<file path="src/rtl/core/qst_pkg.sv">
// Shared types, codes and helpers of the quoted separated tokenizer.
`timescale 1ns / 1ps
package qst_pkg;

  // Scanner phase
  typedef enum logic [2:0] {
    PH_LEAD,
    PH_UNQ,
    PH_QUOTED,
    PH_AFTERQ,
    PH_SCAN
  } phase_t;

  // Result kinds
  localparam logic [1:0] KIND_TOKEN = 2'd0;
  localparam logic [1:0] KIND_ERROR = 2'd1;
  localparam logic [1:0] KIND_DONE  = 2'd2;

  // Error codes
  localparam logic [2:0] ERR_NONE       = 3'd0;
  localparam logic [2:0] ERR_OPEN_QUOTE = 3'd1;
  localparam logic [2:0] ERR_EMPTY      = 3'd2;
  localparam logic [2:0] ERR_AFTER_Q    = 3'd3;
  localparam logic [2:0] ERR_DOUBLE_SEP = 3'd4;
  localparam logic [2:0] ERR_TRAIL_SEP  = 3'd5;

  // Configuration register indexes
  localparam int CFG_INDEX_W = 2;
  localparam logic [CFG_INDEX_W-1:0] CFG_QUOTE = 2'd0;
  localparam logic [CFG_INDEX_W-1:0] CFG_SEP   = 2'd1;
  localparam logic [CFG_INDEX_W-1:0] CFG_ALLOW = 2'd2;

  localparam logic [15:0] QUOTE_RESET = 16'd39;
  localparam logic [15:0] SEP_RESET   = 16'd44;

  localparam int QUEUE_DEPTH = 4;
  localparam int QUEUE_AW    = $clog2(QUEUE_DEPTH);

  typedef struct packed {
    logic [1:0]  kind;
    logic [15:0] start;
    logic [15:0] length;
    logic        quoted;
    logic        sepf;
    logic [2:0]  err;
    logic        done;
  } result_t;

  // Up to two results caused by one code unit
  typedef struct packed {
    result_t first;
    result_t second;
    logic    two;
  } bundle_t;

  function automatic logic is_space(input logic [15:0] c);
    is_space = (c >= 16'h0009 && c <= 16'h000D) || c == 16'h0020 || c == 16'h0085 ||
               c == 16'h00A0 || c == 16'h1680 || (c >= 16'h2000 && c <= 16'h200A) ||
               c == 16'h2028 || c == 16'h2029 || c == 16'h202F || c == 16'h205F ||
               c == 16'h3000;
  endfunction

  function automatic result_t make_token(input logic [15:0] start, input logic [15:0] length,
                                         input logic quoted, input logic sepf,
                                         input logic done);
    make_token = '{kind: KIND_TOKEN, start: start, length: length, quoted: quoted,
                   sepf: sepf, err: ERR_NONE, done: done};
  endfunction

  function automatic result_t make_error(input logic [2:0] code);
    make_error = '{kind: KIND_ERROR, start: 16'd0, length: 16'd0, quoted: 1'b0,
                   sepf: 1'b0, err: code, done: 1'b1};
  endfunction

  function automatic result_t make_done();
    make_done = '{kind: KIND_DONE, start: 16'd0, length: 16'd0, quoted: 1'b0,
                  sepf: 1'b0, err: ERR_NONE, done: 1'b1};
  endfunction

endpackage

</file>
<file path="src/rtl/core/qst_front.sv">
// Front end: configuration registers and the per-unit scanner that builds result bundles.
`timescale 1ns / 1ps
module qst_front import qst_pkg::*; #(
  parameter int INDEX_BITS = 16
) (
  input  logic                   clk,
  input  logic                   rst,
  input  logic                   cfg_valid,
  output logic                   cfg_ready,
  input  logic [CFG_INDEX_W-1:0] cfg_index,
  input  logic [15:0]            cfg_data,
  input  logic                   s_tvalid,
  output logic                   s_tready,
  input  logic [15:0]            s_tdata,
  input  logic                   s_tlast,
  input  logic                   q_full,
  output logic                   q_push,
  output bundle_t                q_data
);

  localparam logic [INDEX_BITS-1:0] IDX_ONE = INDEX_BITS'(1);
  localparam logic [INDEX_BITS-1:0] IDX_MAX = '1;

  logic [15:0] quote_char;
  logic [15:0] separator_char;
  logic        allow_quoted;

  phase_t                  phase, phase_next;
  logic [INDEX_BITS-1:0]   position, position_next;
  logic [INDEX_BITS-1:0]   cur_start, cur_start_next;
  logic [INDEX_BITS-1:0]   cur_length, cur_length_next;
  logic                    cur_quoted, cur_quoted_next;
  logic [1:0]              sep_count, sep_count_next;
  logic [INDEX_BITS-1:0]   pend_start, pend_start_next;
  logic [INDEX_BITS-1:0]   pend_length, pend_length_next;
  logic                    pend_quoted, pend_quoted_next;
  logic                    error_hold, error_hold_next;

  logic        fire;
  logic        is_q, is_sep, is_sp;
  logic        do_start, do_finish, fin_sep, emit_pend, end_valid;
  logic [2:0]  err;
  result_t     pend_res, end_res;

  assign cfg_ready = 1'b1;
  assign s_tready  = !q_full;
  assign fire      = s_tvalid && s_tready;

  assign is_q   = (s_tdata == quote_char);
  assign is_sep = (s_tdata == separator_char);
  assign is_sp  = is_space(s_tdata);

  always_ff @(posedge clk) begin
    if (rst) begin
      quote_char     <= QUOTE_RESET;
      separator_char <= SEP_RESET;
      allow_quoted   <= 1'b0;
    end else if (cfg_valid && cfg_ready) begin
      unique case (cfg_index)
        CFG_QUOTE: quote_char     <= cfg_data;
        CFG_SEP:   separator_char <= cfg_data;
        CFG_ALLOW: allow_quoted   <= cfg_data[0];
        default:   ;
      endcase
    end
  end

  always_ff @(posedge clk) begin
    if (rst) begin
      phase       <= PH_LEAD;
      position    <= '0;
      cur_start   <= '0;
      cur_length  <= '0;
      cur_quoted  <= 1'b0;
      sep_count   <= 2'd0;
      pend_start  <= '0;
      pend_length <= '0;
      pend_quoted <= 1'b0;
      error_hold  <= 1'b0;
    end else if (fire) begin
      phase       <= phase_next;
      position    <= position_next;
      cur_start   <= cur_start_next;
      cur_length  <= cur_length_next;
      cur_quoted  <= cur_quoted_next;
      sep_count   <= sep_count_next;
      pend_start  <= pend_start_next;
      pend_length <= pend_length_next;
      pend_quoted <= pend_quoted_next;
      error_hold  <= error_hold_next;
    end
  end

  // Held token, emitted when the next token opens
  assign pend_res = make_token(16'(pend_start), 16'(pend_length), pend_quoted,
                               sep_count != 2'd0, 1'b0);

  always_comb begin
    phase_next       = phase;
    cur_start_next   = cur_start;
    cur_length_next  = cur_length;
    cur_quoted_next  = cur_quoted;
    sep_count_next   = sep_count;
    pend_start_next  = pend_start;
    pend_length_next = pend_length;
    pend_quoted_next = pend_quoted;
    error_hold_next  = error_hold;
    do_start  = 1'b0;
    do_finish = 1'b0;
    fin_sep   = 1'b0;
    emit_pend = 1'b0;
    end_valid = 1'b0;
    err       = ERR_NONE;
    end_res   = make_done();

    if (!error_hold) begin
      unique case (phase)
        PH_LEAD: begin
          if (!is_sp) do_start = 1'b1;
        end
        PH_UNQ: begin
          if (is_sep) begin
            do_finish = 1'b1;
            fin_sep   = 1'b1;
          end else if (is_sp) begin
            do_finish = 1'b1;
          end else if (cur_length != IDX_MAX) begin
            cur_length_next = cur_length + IDX_ONE;
          end
        end
        PH_QUOTED: begin
          if (is_q) phase_next = PH_AFTERQ;
          else if (cur_length != IDX_MAX) cur_length_next = cur_length + IDX_ONE;
        end
        PH_AFTERQ: begin
          if (is_sep) begin
            do_finish = 1'b1;
            fin_sep   = 1'b1;
          end else if (is_sp) begin
            do_finish = 1'b1;
          end else begin
            err = ERR_AFTER_Q;
          end
        end
        PH_SCAN: begin
          if (is_sep) begin
            sep_count_next = sep_count + 2'd1;
            if (sep_count != 2'd0) err = ERR_DOUBLE_SEP;
          end else if (!is_sp) begin
            if (pend_length == '0) begin
              err = ERR_EMPTY;
            end else begin
              emit_pend      = 1'b1;
              sep_count_next = 2'd0;
              do_start       = 1'b1;
            end
          end
        end
        default: ;
      endcase

      // Open a token at this unit
      if (do_start) begin
        if (allow_quoted && is_q) begin
          cur_start_next  = position + IDX_ONE;
          cur_length_next = '0;
          cur_quoted_next = 1'b1;
          phase_next      = PH_QUOTED;
        end else if (is_sep) begin
          cur_start_next  = position;
          cur_length_next = '0;
          cur_quoted_next = 1'b0;
          do_finish       = 1'b1;
          fin_sep         = 1'b1;
        end else begin
          cur_start_next  = position;
          cur_length_next = IDX_ONE;
          cur_quoted_next = 1'b0;
          phase_next      = PH_UNQ;
        end
      end

      // Move the finished token to the pending slot
      if (do_finish) begin
        pend_start_next  = cur_start_next;
        pend_length_next = cur_length_next;
        pend_quoted_next = cur_quoted_next;
        sep_count_next   = {1'b0, fin_sep};
        phase_next       = PH_SCAN;
      end

      if (err == ERR_NONE && s_tlast) begin
        unique case (phase_next)
          PH_LEAD: begin
            end_valid = 1'b1;
            end_res   = make_done();
          end
          PH_UNQ: begin
            end_valid = 1'b1;
            end_res   = make_token(16'(cur_start_next), 16'(cur_length_next),
                                   1'b0, 1'b0, 1'b1);
          end
          PH_QUOTED: err = ERR_OPEN_QUOTE;
          PH_AFTERQ: begin
            if (cur_length_next == '0) begin
              err = ERR_EMPTY;
            end else begin
              end_valid = 1'b1;
              end_res   = make_token(16'(cur_start_next), 16'(cur_length_next),
                                     1'b1, 1'b0, 1'b1);
            end
          end
          PH_SCAN: begin
            if (sep_count_next != 2'd0) begin
              err = ERR_TRAIL_SEP;
            end else if (pend_length_next == '0) begin
              err = ERR_EMPTY;
            end else begin
              end_valid = 1'b1;
              end_res   = make_token(16'(pend_start_next), 16'(pend_length_next),
                                     pend_quoted_next, 1'b0, 1'b1);
            end
          end
          default: ;
        endcase
      end

      if (err != ERR_NONE) begin
        end_valid       = 1'b1;
        end_res         = make_error(err);
        error_hold_next = 1'b1;
      end
    end

    // A last unit always restarts the scan for the next string
    if (s_tlast) begin
      position_next    = '0;
      phase_next       = PH_LEAD;
      cur_start_next   = '0;
      cur_length_next  = '0;
      cur_quoted_next  = 1'b0;
      sep_count_next   = 2'd0;
      pend_start_next  = '0;
      pend_length_next = '0;
      pend_quoted_next = 1'b0;
      error_hold_next  = 1'b0;
    end else begin
      position_next = position + IDX_ONE;
    end
  end

  assign q_push        = fire && (emit_pend || end_valid);
  assign q_data.first  = emit_pend ? pend_res : end_res;
  assign q_data.second = end_res;
  assign q_data.two    = emit_pend && end_valid;

`ifndef SYNTH
  a_hold_silent: assert property (@(posedge clk) disable iff (rst)
    (fire && error_hold) |-> !q_push)
    else $error("result produced while an error is held");
`endif

endmodule

</file>
<file path="src/rtl/core/qst_fifo.sv">
// Short queue of result bundles between the scanner and the output stage.
`timescale 1ns / 1ps
module qst_fifo import qst_pkg::*; (
  input  logic    clk,
  input  logic    rst,
  input  logic    push,
  input  bundle_t push_data,
  output logic    full,
  input  logic    pop,
  output logic    head_valid,
  output bundle_t head_data
);

  bundle_t               mem [QUEUE_DEPTH];
  logic [QUEUE_AW-1:0]   wr_ptr;
  logic [QUEUE_AW-1:0]   rd_ptr;
  logic [QUEUE_AW:0]     count;

  assign full       = (count == (QUEUE_AW+1)'(QUEUE_DEPTH));
  assign head_valid = (count != '0);
  assign head_data  = mem[rd_ptr];

  always_ff @(posedge clk) begin
    if (push) mem[wr_ptr] <= push_data;
  end

  always_ff @(posedge clk) begin
    if (rst) begin
      wr_ptr <= '0;
      rd_ptr <= '0;
      count  <= '0;
    end else begin
      if (push) wr_ptr <= wr_ptr + QUEUE_AW'(1);
      if (pop)  rd_ptr <= rd_ptr + QUEUE_AW'(1);
      case ({push, pop})
        2'b10:   count <= count + (QUEUE_AW+1)'(1);
        2'b01:   count <= count - (QUEUE_AW+1)'(1);
        default: ;
      endcase
    end
  end

`ifndef SYNTH
  a_no_overflow: assert property (@(posedge clk) disable iff (rst)
    full |-> !push)
    else $error("queue written while full");
  a_no_underflow: assert property (@(posedge clk) disable iff (rst)
    pop |-> head_valid)
    else $error("queue read while empty");
`endif

endmodule

</file>
<file path="src/rtl/core/qst_back.sv">
// Back end: unpacks each bundle into one or two results on a registered output.
`timescale 1ns / 1ps
module qst_back import qst_pkg::*; (
  input  logic    clk,
  input  logic    rst,
  input  logic    head_valid,
  input  bundle_t head_data,
  output logic    pop,
  output logic    out_valid,
  input  logic    out_ready,
  output result_t out_res,
  output logic    out_last
);

  logic sel;
  logic load;
  logic more;

  assign load = head_valid && (!out_valid || out_ready);
  // A second result of the bundle still follows
  assign more = head_data.two && !sel;
  assign pop  = load && !more;

  always_ff @(posedge clk) begin
    if (rst) begin
      out_valid <= 1'b0;
      sel       <= 1'b0;
    end else if (load) begin
      out_valid <= 1'b1;
      sel       <= more;
    end else if (out_ready) begin
      out_valid <= 1'b0;
    end
  end

  always_ff @(posedge clk) begin
    if (load) begin
      out_res  <= sel ? head_data.second : head_data.first;
      out_last <= !more;
    end
  end

`ifndef SYNTH
  a_first_is_token: assert property (@(posedge clk) disable iff (rst)
    (out_valid && !out_last) |-> (out_res.kind == KIND_TOKEN && !out_res.done))
    else $error("non-final result of a unit is not a plain token");
`endif

endmodule

</file>
<file path="src/rtl/core/quoted_separated_tokenizer_top.sv">
// Top level of the quoted separated tokenizer.
//
// Usage: code units of a string arrive on the s_ channel, one per transaction,
// with s_tlast on the final unit. Each result leaves on the m_ channel: m_tuser
// gives the kind (token, error, string finished), m_tdata the token fields, and
// m_tlast marks the last result caused by one input unit.
// Configuration: cfg_index 0 quote char, 1 separator char, 2 allow-quoted
// (bit 0); cfg_ready is always high; write only while the block is idle.
// The results of an accepted unit are written to the bundle queue, then loaded
// into the output register that drives m_tvalid.
// Throughput: one code unit per cycle while the queue is not full; a unit that
// causes two results sends them as two output transfers, absorbed by a
// four-bundle queue between scanner and output register.
// Reset: config returns to quote 39, separator 44, quoting off; a new string
// starts at index zero.
// Stall: when m_tready is low the queue fills and s_tready drops; nothing is
// lost and results stay in order.
`timescale 1ns / 1ps
module quoted_separated_tokenizer_top import qst_pkg::*; #(
  parameter int INDEX_BITS = 16
) (
  input  logic                   clk,
  input  logic                   rst,
  input  logic                   cfg_valid,
  output logic                   cfg_ready,
  input  logic [CFG_INDEX_W-1:0] cfg_index,
  input  logic [15:0]            cfg_data,
  input  logic                   s_tvalid,
  output logic                   s_tready,
  input  logic [15:0]            s_tdata,   // code_unit
  input  logic                   s_tlast,
  output logic                   m_tvalid,
  input  logic                   m_tready,
  // token_start[15:0], token_length[31:16], was_quoted[32], separator_followed[33],
  // error_code[36:34], string_done[37], zero pad[39:38]
  output logic [39:0]            m_tdata,
  output logic [1:0]             m_tuser,   // kind
  output logic                   m_tlast
);

  bundle_t push_data;
  bundle_t head_data;
  result_t out_res;
  logic    push, full, pop, head_valid;

  qst_front #(.INDEX_BITS(INDEX_BITS)) u_front (
    .clk       (clk),
    .rst       (rst),
    .cfg_valid (cfg_valid),
    .cfg_ready (cfg_ready),
    .cfg_index (cfg_index),
    .cfg_data  (cfg_data),
    .s_tvalid  (s_tvalid),
    .s_tready  (s_tready),
    .s_tdata   (s_tdata),
    .s_tlast   (s_tlast),
    .q_full    (full),
    .q_push    (push),
    .q_data    (push_data)
  );

  qst_fifo u_fifo (
    .clk        (clk),
    .rst        (rst),
    .push       (push),
    .push_data  (push_data),
    .full       (full),
    .pop        (pop),
    .head_valid (head_valid),
    .head_data  (head_data)
  );

  qst_back u_back (
    .clk        (clk),
    .rst        (rst),
    .head_valid (head_valid),
    .head_data  (head_data),
    .pop        (pop),
    .out_valid  (m_tvalid),
    .out_ready  (m_tready),
    .out_res    (out_res),
    .out_last   (m_tlast)
  );

  assign m_tdata = {2'b00, out_res.done, out_res.err, out_res.sepf, out_res.quoted,
                    out_res.length, out_res.start};
  assign m_tuser = out_res.kind;

endmodule

</file>
<file path="config.mk">
export PLATFORM = sky130hd
export DESIGN_NAME = quoted_separated_tokenizer_top
export DESIGN_NICKNAME = d
export VERILOG_FILES = /design/src/rtl/core/qst_pkg.sv /design/src/rtl/core/qst_front.sv /design/src/rtl/core/qst_fifo.sv /design/src/rtl/core/qst_back.sv /design/src/rtl/core/quoted_separated_tokenizer_top.sv
export SDC_FILE = /design/constraint.sdc
export NUM_CORES = 1
export LEC_CHECK = 0
export BUFFER_PORTS_ARGS = -buffer_cell sky130_fd_sc_hd__buf_2
export CAP_MARGIN = 0
export CORE_MARGIN = 1
export CORE_UTILIZATION = 60
export CTS_CLUSTER_SIZE = 20
export DETAILED_ROUTE_END_ITERATION = 10
export PLACE_DENSITY = 0.88
export SKIP_LAST_GASP = 1
export SLEW_MARGIN = 25
export SYNTH_ARGS = -nofsm -noshare
export SYNTH_HDL_FRONTEND = slang
export SYNTH_SLANG_ARGS = --single-unit
</file>
<file path="constraint.sdc">
create_clock -name clk -period 8.2 [get_ports clk]
set_clock_uncertainty 0.05 [all_clocks]
set_input_delay 0.82 -clock clk [delete_from_list [all_inputs] [get_ports clk]]
set_output_delay 0.82 -clock clk [all_outputs]
set_load 0.02 [all_outputs]
</file>
==> tab_implementation.tex <==
\begin{tabular}{lr}
\hline
Metric & Value \\
\hline
\multicolumn{2}{l}{\textbf{Status}} \\
Status & complete, no violations \\
\multicolumn{2}{l}{\textbf{STA}} \\
RSZ-0062 raised after global routing & false \\
Setup TNS after final layout & 0 ns \\
Fmax & 166 MHz \\
Setup Viol. Count Final & 0 \\
Portion of the clock cycle consumed by the worst path in the final layout & 73.6\% \\
Final max-slew violation count & 0 \\
Slew of the pin with the lowest slew margin & 1.14 ns \\
WHS & 0.418 ns \\
Final critical-path required period & 6.04 ns \\
Final Hold Vio Count & 0 \\
Normalized max-slew margin & 23.7\% \\
\multicolumn{2}{l}{\textbf{Global routing}} \\
Vias in the first global route & 15369 \\
Pin count of the biggest net entering global routing & 100 \\
Total gr overflow & 0 \\
Initial antenna violation count & 2 \\
First-pass GRT wire length & 88500 µm \\
Overall Global Routing Usage & 30.7\% \\
\multicolumn{2}{l}{\textbf{Yosys}} \\
Fraction of registers with async set/reset & 0\% \\
Number of flops mapped to enable cells by yosys & 357 \\
Netlist area before placement & 0.0220 mm² \\
Sequential element share of the synthesized area & 60.6\% \\
Synth Instances & 1809 \\
Fraction of the mapped netlist area in simple logic gates & 14.4\% \\
Synth Area in XOR/XNOR & 2.15\% \\
Most instantiated flip-flop cell in the synthesis netlist & edfxtp\_1 \\
Count of unique library cells instantiated by Yosys & 90 \\
Largest family of logic cells by synthesized area & simple AND/OR/NAND/NOR gates \\
Area fraction in compound gates after synthesis & 9.89\% \\
Adder and majority gate portion of the synthesized area & 0.545\% \\
Number of warnings issued by yosys & 0 \\
Average instance area after synthesis & 12.2 µm² \\
Synthesis-stage register bit count & 489 \\
Mux contribution to synthesized area & 9.48\% \\
\multicolumn{2}{l}{\textbf{Die}} \\
Boundary Pins & 86 \\
Chip Height & 194 µm \\
Width of the chip & 194 µm \\
Number of placement rows & 69 \\
Initial standard-cell utilization of the core & 61.5\% \\
Area of the core & 0.0358 mm² \\
Die area & 0.0375 mm² \\
\multicolumn{2}{l}{\textbf{Pwr}} \\
VDD IR-drop max & 0.192 mV \\
Ratio of total power to cell area & 266 mW/mm² \\
Leak & 0.00847 µW \\
Overall power consumption & 6480 µW \\
\multicolumn{2}{l}{\textbf{Critical path}} \\
Required arrival time at the worst endpoint & 8.66 ns \\
Crit path depth & 20 \\
Kind of end point of the critical path & register \\
Category of cells accounting for the largest share of critical-path delay & compound AO/OA/AOI/OAI gates \\
Most frequent CP cell & inv\_1 \\
Number of cells traversed by the worst register-to-register path & 19 \\
Startpoint-to-endpoint class of the critical path & in -> reg \\
Crit path cell chain & buf\_2 -> xor2\_1 -> nor4\_1 -> and4\_1 -> o21ai\_0 -> nand2\_1 -> o21ai\_0 -> nand3\_1 -> o41ai\_1 -> a31o\_2 -> inv\_1 -> o21ai\_2 -> a21oi\_4 -> inv\_1 -> ha\_1 -> inv\_1 -> fa\_1 -> xor2\_1 -> or3\_1 -> a21oi\_1 \\
CP peak stage delay & 0.66 ns \\
Master of the slowest instance on the critical path & o21ai\_0 \\
Startpoint class of the critical path & input pin \\
Sum of buffers and inverters on the critical path & 4 \\
Maximum fanout along the worst path & 21 \\
Critical Path AT & 6.49 ns \\
\multicolumn{2}{l}{\textbf{Hold path}} \\
Worst hold path type & in -> reg \\
WHS Path Cells & 3 \\
\multicolumn{2}{l}{\textbf{CTS}} \\
CTS H-tree lvls & 2 \\
Maximum root-to-sink buffer count & 3 \\
Post-cts gate resize count & 0 \\
Sink Count & 489 \\
TritonCTS Buffers & 48 \\
Root cell of the clock tree & clkbuf\_16 \\
Setup fix buffers added after clock tree synthesis & 0 \\
Clock tree from TritonCTS & done \\
Clock latency reported for the late side of the worst-skew pair & 0.59 ns \\
Reg clk slew, reported paths & 0.07 ns \\
Count of hold buffers inserted by post-cts repair & 0 \\
\multicolumn{2}{l}{\textbf{Flow run}} \\
Max-cap violations & 0 \\
\multicolumn{2}{l}{\textbf{Placed design}} \\
Port bufs & 82 \\
Placed inst area & 0.0227 mm² \\
DP HPWL & 33800 µm \\
Global placement routability congestion & 0.922 \\
\multicolumn{2}{l}{\textbf{Detailed routing}} \\
Antenna Violating Nets Remaining & 0 \\
Final routed DRC violation total & 0 \\
Via total after detailed routing & 15733 \\
DRT Wirelength & 57300 µm \\
DRC violation total after the first TritonRoute iteration & 2353 \\
Average wire per standard cell & 24.4 µm \\
Via-to-Cell Ratio & 6.69 \\
Initial DRT Pass Iterations & 7 \\
\multicolumn{2}{l}{\textbf{Finish}} \\
Share of the core filled with cells in the final layout & 67.9\% \\
Layout overhead on the synthesized area & 10.4\% \\
Multi-input gate area in the final layout & 0.00811 mm² \\
Fraction of layout cells with a size suffix above 1 & 17.2\% \\
Number of fill cells & 2347 \\
FF+latch area & 0.0134 mm² \\
Post-route design area & 0.0243 mm² \\
Final net count & 1897 \\
\hline
\end{tabular}
## placed cells by master, fill, tap and decap left out, types with 13 or more instances in the layout
master | netlist | routed
and2_1 | 25 | 21
a21oi_1 | 126 | 125
nand2_1 | 244 | 244
nor2_1 | 219 | 218
nand4_1 | 15 | 15
dfxtp_1 | 132 | 130
clkbuf_16 | 0 | 49
nand3b_1 | 13 | 13
clkbuf_1 | 76 | 16
nor4_1 | 17 | 16
nor2b_1 | 17 | 17
and3_1 | 15 | 15
nand3_1 | 17 | 17
edfxtp_1 | 357 | 357
and2_4 | 10 | 14
o21ai_0 | 28 | 27
nor3_1 | 33 | 31
buf_2 | 16 | 81
mux4_2 | 79 | 79
a22oi_1 | 54 | 54
buf_4 | 5 | 23
o22ai_1 | 19 | 19
inv_1 | 23 | 21
xor2_1 | 30 | 30
xnor2_1 | 24 | 24
## sequential cells by signal (all words and copies together) (netlist names), 2 cells and up, named ones only
signal,cells
u_fifo.rd_ptr,2
u_front.cur_start,16
u_front.pend_start,16
u_front.pend_length,16
u_back.out_res,40
u_fifo.wr_ptr,2
u_front.phase,3
u_front.position,16
u_front.cur_length,16
u_front.separator_char,16
u_front.quote_char,16
u_fifo.count,3
u_front.sep_count,2
u_fifo.mem,316
## where the power goes
group          switching [µW]  total (µW)  internal (µW)
Sequential                128        3050           2920
Combinational             787        1240            452
Clock                     945        2190           1240
## worst register-to-register path: cells and delay by family, from the launching register on
kind	cells	cell delay (ns)
flops	1	0.36
simple gates	5	1.48
buf+inv	3	0.28
xor+xnor	2	0.38
compound gates	7	2.71
fa+ha+maj	2	0.62
## stage by stage
| stage | setup slack, ns | instances |
|---|---|---|
| CTS | 2.41 | 2347 |
| global route | 2.01 | 2348 |
| detailed placement | 1.85 | 2258 |
| floorplan | 1.85 | 1810 |
| global placement | 1.91 | 2258 |
| finish | 2.16 | 2350 |
## routing by layer
metal | up-vias | global-route usage (%) | routed length, µm
met2 | 1161 | 50.8 | 28000
met5 | - | 0 | 0
met4 | 0 | 12.0 | 1800
li1 | 6779 | - | -
met1 | 7637 | 40.1 | 21400
met3 | 156 | 6.17 | 6050
## cell families after synthesis
| group | count (synthesis) |
|---|---|
| AO/OA/AOI/OAI | 328 |
| XOR/XNOR | 54 |
| adder cells (fa/ha/maj) | 9 |
| buffers and inverters | 142 |
| flip-flops | 489 |
| multiplexers | 105 |
| other | 2 |
| AND/OR/NAND/NOR | 680 |
## path summary, 6_finish.rpt
path	from	to	slack (ns)
min reg2reg	u_front.separator_char[14]$_SDFFE_PP0P_	u_front.separator_char[14]$_SDFFE_PP0P_	0.43
max reg2reg	u_front.separator_char[2]$_SDFFE_PP1P_	u_fifo.count[2]$_SDFFE_PP0P_	2.25
min	cfg_data[5]	u_front.separator_char[5]$_SDFFE_PP1P_	0.42
max	s_tdata[2]	u_fifo.count[2]$_SDFFE_PP0P_	2.16
## cells in the mapped netlist, types with 25 or more instances
library cell	count	share of area (%)
mux4_2	79	8.1
and2_1	25	0.71
o21ai_0	28	0.64
edfxtp_1	357	49
nor3_1	33	0.75
dfxtp_1	132	12
a21oi_1	126	2.9
nor2_1	219	3.7
clkbuf_1	76	1.3
nand2_1	244	4.2
a22oi_1	54	1.8
xor2_1	30	1.2
## final cells by class
class	count	area share, %
Antenna cell	2	0.0206
Tap cell	461	2.37
Inverter	24	0.375
Sequential cell	489	55.0
Clock inverter	20	0.859
Multi-Input combinational cell	1179	33.3
Timing Repair Buffer	106	2.57
Clock buffer	69	5.51
Power figures use the tool's default switching activity.
